--- config.mk ---
export PLATFORM = sky130hd
export DESIGN_NAME = srtf_scheduler_top
export DESIGN_NICKNAME = d
export VERILOG_FILES = /design/src/hdl/srtf_pkg.sv /design/src/hdl/srtf_cell.sv /design/src/hdl/srtf_scheduler_top.sv
export SDC_FILE = /design/constraint.sdc
export NUM_CORES = 2
export LEC_CHECK = 0
export BUFFER_PORTS_ARGS = -buffer_cell sky130_fd_sc_hd__buf_2
export CAP_MARGIN = 40
export CORE_MARGIN = 3
export CORE_UTILIZATION = 63
export DETAILED_ROUTE_END_ITERATION = 6
export GPL_ROUTABILITY_DRIVEN = 0
export GPL_TIMING_DRIVEN = 0
export PLACE_DENSITY = 0.82
export SLEW_MARGIN = 20
export SYNTH_ARGS = -nofsm -noshare
export SYNTH_HDL_FRONTEND = slang
export SYNTH_SLANG_ARGS = --single-unit
--- constraint.sdc ---
create_clock -name i_clk -period 7.35 [get_ports i_clk]
set_input_delay 0 -clock i_clk [delete_from_list [all_inputs] [get_ports i_clk]]
set_output_delay 0 -clock i_clk [all_outputs]
set_load 0.01 [all_outputs]
--- src/hdl/srtf_pkg.sv ---
// Shared types and constants for the shortest-remaining-time-first scheduler.
package srtf_pkg;

    localparam int TIME_W = 16;
    localparam logic [TIME_W-1:0] TIME_MAX = '1;

    // Candidate record handed down the cell chain during the minimum search.
    typedef struct packed {
        logic              valid;
        logic              started;
        logic [TIME_W-1:0] rem;
        logic [TIME_W-1:0] burst;
        logic [TIME_W-1:0] arr;
        logic [TIME_W-1:0] first;
    } t_rec;

    // Per-cell control from the sequencer.
    typedef struct packed {
        logic load;
        logic run;
        logic is_last;
    } t_cell_ctl;

endpackage

--- src/hdl/srtf_cell.sv ---
// One process slot of the scheduler and its stage of the minimum-search chain.
module srtf_cell #(
    parameter int SLOTS = 8,
    parameter int IDX   = 0
) (
    input  logic                            i_clk,
    input  logic                            i_rst_n,
    input  srtf_pkg::t_cell_ctl             i_ctl,
    input  logic [srtf_pkg::TIME_W-1:0]     i_time,
    input  logic [srtf_pkg::TIME_W-1:0]     i_burst,
    input  srtf_pkg::t_rec                  i_best,
    input  logic [$clog2(SLOTS)-1:0]        i_best_idx,
    output srtf_pkg::t_rec                  o_best,
    output logic [$clog2(SLOTS)-1:0]        o_best_idx,
    output logic                            o_active
);

    localparam int IW = $clog2(SLOTS);

    logic                          r_active;
    logic                          r_started;
    logic [srtf_pkg::TIME_W-1:0]   r_rem;
    logic [srtf_pkg::TIME_W-1:0]   r_burst;
    logic [srtf_pkg::TIME_W-1:0]   r_arr;
    logic [srtf_pkg::TIME_W-1:0]   r_first;
    srtf_pkg::t_rec                r_out;
    logic [IW-1:0]                 r_out_idx;
    srtf_pkg::t_rec                w_own;
    logic                          w_take;

    always_comb begin
        w_own.valid   = r_active;
        w_own.started = r_started;
        w_own.rem     = r_rem;
        w_own.burst   = r_burst;
        w_own.arr     = r_arr;
        w_own.first   = r_first;
    end

    // Strictly smaller wins, so the lower slot keeps a tie unless this slot ran last.
    assign w_take = r_active && (!i_best.valid || (r_rem < i_best.rem) ||
                                 ((r_rem == i_best.rem) && i_ctl.is_last));

    always_ff @(posedge i_clk) begin
        if (!i_rst_n) begin
            r_active  <= 1'b0;
            r_started <= 1'b0;
            r_out     <= '0;
            r_out_idx <= '0;
        end else begin
            r_out     <= w_take ? w_own : i_best;
            r_out_idx <= w_take ? IW'(IDX) : i_best_idx;
            if (i_ctl.load) begin
                r_active  <= 1'b1;
                r_started <= 1'b0;
            end else if (i_ctl.run) begin
                if (r_rem == srtf_pkg::TIME_W'(1)) begin
                    r_active  <= 1'b0;
                    r_started <= 1'b0;
                end else begin
                    r_started <= 1'b1;
                end
            end
        end
    end

    always_ff @(posedge i_clk) begin
        if (i_ctl.load) begin
            r_rem   <= i_burst;
            r_burst <= i_burst;
            r_arr   <= i_time;
        end else if (i_ctl.run) begin
            r_rem <= r_rem - srtf_pkg::TIME_W'(1);
            if (!r_started) begin
                r_first <= i_time;
            end
        end
    end

    assign o_best     = r_out;
    assign o_best_idx = r_out_idx;
    assign o_active   = r_active;

endmodule

--- src/hdl/srtf_scheduler_top.sv ---
// Top level of the shortest-remaining-time-first scheduler: sequencer and slot chain.
//
//  Channel   Handshake           Payload
//  input     i_valid / o_ready   i_mode, i_process_id, i_burst_time
//  output    o_valid / i_ready   o_ran_valid, o_ran_process, o_finished, o_turnaround_time,
//                                o_waiting_time, o_response_time, o_arrival_error
//
// An arrival request goes from idle straight to the done state; a tick first passes through the search state, since
// the least remaining time ripples through the chain one cell per cycle.
// One request is in flight at a time; the result register lets the next request be
// accepted while the previous result waits. A full result register holds the commit.
// Reset is synchronous and active low; it clears time, slot occupancy and last runner.
module srtf_scheduler_top #(
    parameter int SLOTS = 8
) (
    input  logic        i_clk,
    input  logic        i_rst_n,
    input  logic        i_valid,
    output logic        o_ready,
    input  logic        i_mode,
    input  logic [2:0]  i_process_id,
    input  logic [15:0] i_burst_time,
    output logic        o_valid,
    input  logic        i_ready,
    output logic        o_ran_valid,
    output logic [2:0]  o_ran_process,
    output logic        o_finished,
    output logic [15:0] o_turnaround_time,
    output logic [15:0] o_waiting_time,
    output logic [15:0] o_response_time,
    output logic        o_arrival_error
);

    localparam int IW = $clog2(SLOTS);
    localparam int CW = $clog2(SLOTS + 1);
    localparam int TW = srtf_pkg::TIME_W;

    localparam logic [1:0] ST_IDLE   = 2'd0;
    localparam logic [1:0] ST_SEARCH = 2'd1;
    localparam logic [1:0] ST_DONE   = 2'd2;

    logic [1:0]     r_state;
    logic [CW-1:0]  r_cnt;
    logic           r_mode;
    logic [2:0]     r_pid;
    logic [TW-1:0]  r_burst;
    logic [TW-1:0]  r_time;
    logic [IW-1:0]  r_lr;
    logic           r_lr_valid;

    logic           r_o_valid;
    logic           r_o_ran_valid;
    logic [2:0]     r_o_ran_process;
    logic           r_o_finished;
    logic [TW-1:0]  r_o_tat;
    logic [TW-1:0]  r_o_wt;
    logic [TW-1:0]  r_o_rt;
    logic           r_o_err;

    srtf_pkg::t_rec      w_chain [SLOTS+1];
    logic [IW-1:0]       w_idx   [SLOTS+1];
    srtf_pkg::t_cell_ctl w_ctl   [SLOTS];
    logic [SLOTS-1:0]    w_active;
    logic [SLOTS-1:0]    w_hit;

    logic           w_commit;
    logic           w_err;
    logic           w_run;
    srtf_pkg::t_rec w_best;
    logic [IW-1:0]  w_bidx;
    logic [TW-1:0]  w_t_next;
    logic [TW-1:0]  w_first;
    logic           w_fin;
    logic [TW-1:0]  w_tat;
    logic [TW-1:0]  w_wt;
    logic [TW-1:0]  w_rt;

    assign w_chain[0] = '0;
    assign w_idx[0]   = '0;

    assign w_commit = (r_state == ST_DONE) && (!r_o_valid || i_ready);
    assign w_err    = (r_burst == '0) || !(|w_hit) || (|(w_hit & w_active));
    assign w_best   = w_chain[SLOTS];
    assign w_bidx   = w_idx[SLOTS];
    assign w_run    = w_commit && r_mode && w_best.valid;

    genvar k;
    generate
        for (k = 0; k < SLOTS; k++) begin : g_cell
            assign w_hit[k]          = (32'(r_pid) == k);
            assign w_ctl[k].load     = w_commit && !r_mode && !w_err && w_hit[k];
            assign w_ctl[k].run      = w_run && (w_bidx == IW'(k));
            assign w_ctl[k].is_last  = r_lr_valid && (r_lr == IW'(k));

            srtf_cell #(
                .SLOTS (SLOTS),
                .IDX   (k)
            ) u_cell (
                .i_clk      (i_clk),
                .i_rst_n    (i_rst_n),
                .i_ctl      (w_ctl[k]),
                .i_time     (r_time),
                .i_burst    (r_burst),
                .i_best     (w_chain[k]),
                .i_best_idx (w_idx[k]),
                .o_best     (w_chain[k+1]),
                .o_best_idx (w_idx[k+1]),
                .o_active   (w_active[k])
            );
        end
    endgenerate

    // Completion figures of the chosen slot, with time advanced past this tick.
    assign w_t_next = (r_time == srtf_pkg::TIME_MAX) ? r_time : r_time + TW'(1);
    assign w_first  = w_best.started ? w_best.first : r_time;
    assign w_fin    = (w_best.rem == TW'(1));
    assign w_tat    = w_t_next - w_best.arr;
    assign w_wt     = (w_tat >= w_best.burst) ? (w_tat - w_best.burst) : '0;
    assign w_rt     = w_first - w_best.arr;

    assign o_ready = (r_state == ST_IDLE);

    always_ff @(posedge i_clk) begin
        if (!i_rst_n) begin
            r_state    <= ST_IDLE;
            r_cnt      <= '0;
            r_time     <= '0;
            r_lr       <= '0;
            r_lr_valid <= 1'b0;
            r_o_valid  <= 1'b0;
        end else begin
            unique case (r_state)
                ST_IDLE: begin
                    if (i_valid) begin
                        r_cnt   <= '0;
                        r_state <= i_mode ? ST_SEARCH : ST_DONE;
                    end
                end
                ST_SEARCH: begin
                    // The chain end is settled once every cell has been passed.
                    if (r_cnt == CW'(SLOTS - 1)) begin
                        r_state <= ST_DONE;
                    end
                    r_cnt <= r_cnt + CW'(1);
                end
                ST_DONE: begin
                    if (w_commit) begin
                        r_state <= ST_IDLE;
                    end
                end
                default: begin
                    r_state <= ST_IDLE;
                end
            endcase

            if (w_commit && r_mode) begin
                r_time <= w_t_next;
            end
            if (w_run) begin
                r_lr       <= w_bidx;
                r_lr_valid <= !w_fin;
            end

            if (w_commit) begin
                r_o_valid <= 1'b1;
            end else if (i_ready) begin
                r_o_valid <= 1'b0;
            end
        end
    end

    always_ff @(posedge i_clk) begin
        if (o_ready && i_valid) begin
            r_mode  <= i_mode;
            r_pid   <= i_process_id;
            r_burst <= i_burst_time;
        end
        if (w_commit) begin
            r_o_ran_valid   <= w_run;
            r_o_ran_process <= w_run ? 3'(w_bidx) : 3'd0;
            r_o_finished    <= w_run && w_fin;
            r_o_tat         <= (w_run && w_fin) ? w_tat : '0;
            r_o_wt          <= (w_run && w_fin) ? w_wt : '0;
            r_o_rt          <= (w_run && w_fin) ? w_rt : '0;
            r_o_err         <= !r_mode && w_err;
        end
    end

    assign o_valid           = r_o_valid;
    assign o_ran_valid       = r_o_ran_valid;
    assign o_ran_process     = r_o_ran_process;
    assign o_finished        = r_o_finished;
    assign o_turnaround_time = r_o_tat;
    assign o_waiting_time    = r_o_wt;
    assign o_response_time   = r_o_rt;
    assign o_arrival_error   = r_o_err;

endmodule
==> flow_summary.ini <==
[timing]
period_share_pct = 93.1
finalHoldViolCount = 0
clock.fmax_mhz = 146
slew_headroom_pct = 36.8
drv_slew = 0
rsz0062_at_grt = false
fin_hold_ws_ns = 0.0219
timing.final.crit_period_ns = 6.84
setup-tns-final_ns = 0
setup_viol = 0
fin_worst_skew_ns = 0.0292
worst_slew_pin_slew_ns = 0.948

[finish]
drive_above_1_share_pct = 8.36
nets = 4951
n_fill_cell = 4842
synthToLayoutAreaGrowth_pct = 12.9
utilization_pct = 72.6
fin_cells = 5867
multi_input_area_um2 = 17200
fin_area_um2 = 54600
seq_area_um2 = 29400

[power]
vdd_drop_max_mv = 0.198
combPwrFrac_pct = 3.9
swShare_pct = 21.3
p_per_area_nw_per_um2 = 241
p_int_mw = 10.4
p_leak_nw = 21.0
p_sw_mw = 2.81
p_seq_share_pct = 52.7
clock_power_share_pct = 43.4

[setup_path]
worstRegToRegCells = 23
rrSetupSlack_ns = 0.51
crit_buf_inv = 3
crit_path_end_kind = flip-flop
path_cells = buf_2 > and4_1 > buf_4 > nand4_4 > nor4_4 > xor2_1 > ha_1 > fa_1 > nor2b_1 > o21ai_0 > a21boi_0 > o21ai_0 > o21ai_0 > xor2_1 > ha_1 > nand3_1 > nor2b_1 > o21a_1 > a21oi_1 > nand4_1 > o211ai_1 > buf_2 > nor2_1
worstPathMaxFanout = 10
cp_slowest_cell = dfxtp_1
critical_path.startpoint_type = flip-flop
slowest_delay_ns = 0.68
crit_required_ns = 7.76
crit_type = flip-flop to flip-flop
r2r-start = r_time[4]
crit_arrival_ns = 7.26
r2r_end = o_waiting_time[12]
crit_family = compound AO/OA/AOI/OAI gates
critPathMostFrequentCell = o21ai_0

[yosys]
yosys.area.top_type = edfxtp_1
synth_top_area_share_pct = 36.4
synthMostInstantiatedCell = nand2_1
ys_warn_count = 0
synth_nets = 4691
synth_area_leaders = edfxtp_1 (36%), dfxtp_1 (24%), nand2_1 (5.6%)
synth_cell_types = 83
synthArstFlopShare_pct = 0
synth_commonest_cells = nand2_1 (721), dfxtp_1 (588), edfxtp_1 (586)
synthFlopType = dfxtp_1
syn_inst = 4488
synthesis.area_um2 = 48300
ys_ff_latch = 1174
synth_edf_count = 586
yosysSeqAreaShare_pct = 60.8
syn_area_per_cell_um2 = 10.8

[clock_network]
cts_buffers = 110
tritoncts = yes
htreeDepth = 3
clockRootBuffer = clkbuf_16
cts_buffer_depth = 3
postCtsSetupBuffers = 0
cts_resized = 0
clock_sinks = 1174
clkLatencyLatePin_ns = 0.68
cts_hold_buf = 24
clk_pin_slew_ns = 0.06

[floorplan]
initial_core_util_pct = 64.3
ios = 80
dieArea_um2 = 80100
die_h_um = 283
core_um2 = 75200
rows = 100
die_w_um = 283

[detailed_routing]
vias = 34900
wl_per_cell_um = 21.4
viasPerCell = 5.95
dr.pass1.iters = 6
drc = 0
ant_nets = 0
routed_wl_um = 125000
drt-initial-drc-count = 4321

[global_routing]
grt_pass1_wl_um = 192000
overflow = 0
grtUsageTotal_pct = 30.6
grt_pass1_vias = 33700
grt_max_degree = 34
antenna_found_initial = 2

[hold_path]
whs_endpoint = r_pid[0]
hold_path_class = primary input to flip-flop
hold_depth = 2
hp-start = i_process_id[0]

[placed_design]
io_buffers = 79
dpl.cell_count = 5619
place_area_um2 = 50500
post-dp-hpwl_um = 90600

[flow_run]
max_cap_violations = 0

[status]
status = finished clean
==> metal layers <==
metal	GRT usage (%)	vias to the layer above	wire, um
li1	-	16200	-
met1	41.0	16500	49000
met2	49.6	1949	57800
met3	4.98	326	13100
met4	13.6	2	5580
met5	0	-	13
==> flip-flops by register name, indices dropped and copies added (netlist names), 3 cells and up <==
register                  count
g_cell.u_cell.o_best        528
g_cell.u_cell.r_arr         128
g_cell.u_cell.r_burst       128
g_cell.u_cell.r_first       128
g_cell.u_cell.r_rem         128
g_cell.u_cell.o_best_idx     17
o_response_time              16
o_turnaround_time            16
o_waiting_time               16
r_burst                      16
r_time                       16
g_cell.u_cell.o_active        8
g_cell.u_cell.r_started       8
r_cnt                         4
o_ran_process                 3
r_lr                          3
r_pid                         3
==> worst register-to-register path: stages, from the launching register on <==
cell and delay [ns]:
dfxtp_1 0.68, buf_2 0.32, and4_1 0.21, buf_4 0.15
nand4_4 0.16, nor4_4 0.62, xor2_1 0.18, ha_1 0.27
fa_1 0.44, nor2b_1 0.11, o21ai_0 0.12, a21boi_0 0.37
o21ai_0 0.24, o21ai_0 0.25, xor2_1 0.42, ha_1 0.42
nand3_1 0.18, nor2b_1 0.10, o21a_1 0.11, a21oi_1 0.28
nand4_1 0.15, o211ai_1 0.38, buf_2 0.34, nor2_1 0.09
==> layout by cell type (no fill, tap or decap), types with 18 or more instances in the layout <==
master         Yosys  final
edfxtp_1         586    586
o31ai_1           43     43
nor4_1            21     21
inv_1            194    189
nor2b_1           36     36
o21ai_0          272    272
nand4_1           33     33
a21o_1            36     36
nor3_1            57     57
mux2i_1          204    204
nand2b_1          23     23
dfxtp_1          588    586
a21oi_1          193    193
buf_6              1     25
ha_1             176    176
xor2_1            56     56
xnor2_1           88     88
a31oi_1           18     18
nand3_1          308    308
buf_1             37     33
buf_2             38    121
dlygate4sd3_1      0     24
clkbuf_16          0    114
clkbuf_1         167    196
nor2_1           280    271
nand2_1          721    721
and3_1            96     95
and2_1            21     20
clkinv_2           1     19
==> power groups by stage <==
stage | Sequential [mW] | Combinational [mW] | Clock (mW)
after floorplan | 7.05 | 0.289 | 0
after global placement | 7.07 | 0.449 | 0
after detailed placement | 7.07 | 0.482 | 0
after CTS | 6.93 | 0.496 | 5.73
after global routing | 6.93 | 0.548 | 6.00
final | 6.93 | 0.515 | 5.72
==> final cells by class <==
type / instances / share of cell area (%)
Buffer: 257 / 1.97
Timing Repair Buffer: 148 / 2.26
Multi-Input combinational cell: 2861 / 31.5
Sequential cell: 1174 / 53.8
Tap cell: 1020 / 2.34
Inverter: 196 / 1.35
Clock buffer: 159 / 5.81
Antenna cell: 1 / 0.00459
Clock inverter: 51 / 0.922
==> per-stage QoR <==
step                power, mW  setup WS (ns)
global route             13.5         0.0387
finish                   13.2          0.505
CTS                      13.2          0.469
global placement         7.52          0.491
floorplan                7.34           2.08
detailed placement       7.55          0.523
==> cell families after synthesis <==
family	count (synthesis)	share of synthesized area [%]
compound gates	658	7.97
xor+xnor	144	2.61
buf+inv	453	3.74
fa+ha+maj	179	4.68
flops	1174	60.8
simple gates	1659	15.6
mux	221	4.67
==> worst max path at each step <==
stage,slack [ns],startpoint,depth (start not counted),to
2_1_floorplan,2.08,r_time[4],23,o_waiting_time[12]
3_3_place_gp,0.49,r_time[4],23,o_waiting_time[6]
3_5_place_dp,0.52,r_time[3],23,o_waiting_time[12]
4_1_cts,0.47,r_time[3],23,o_waiting_time[12]
5_1_grt,0.04,r_time[4],23,o_waiting_time[4]
6_report,0.51,r_time[4],23,o_waiting_time[12]
Note: power is estimated with default switching activity, not from simulation.
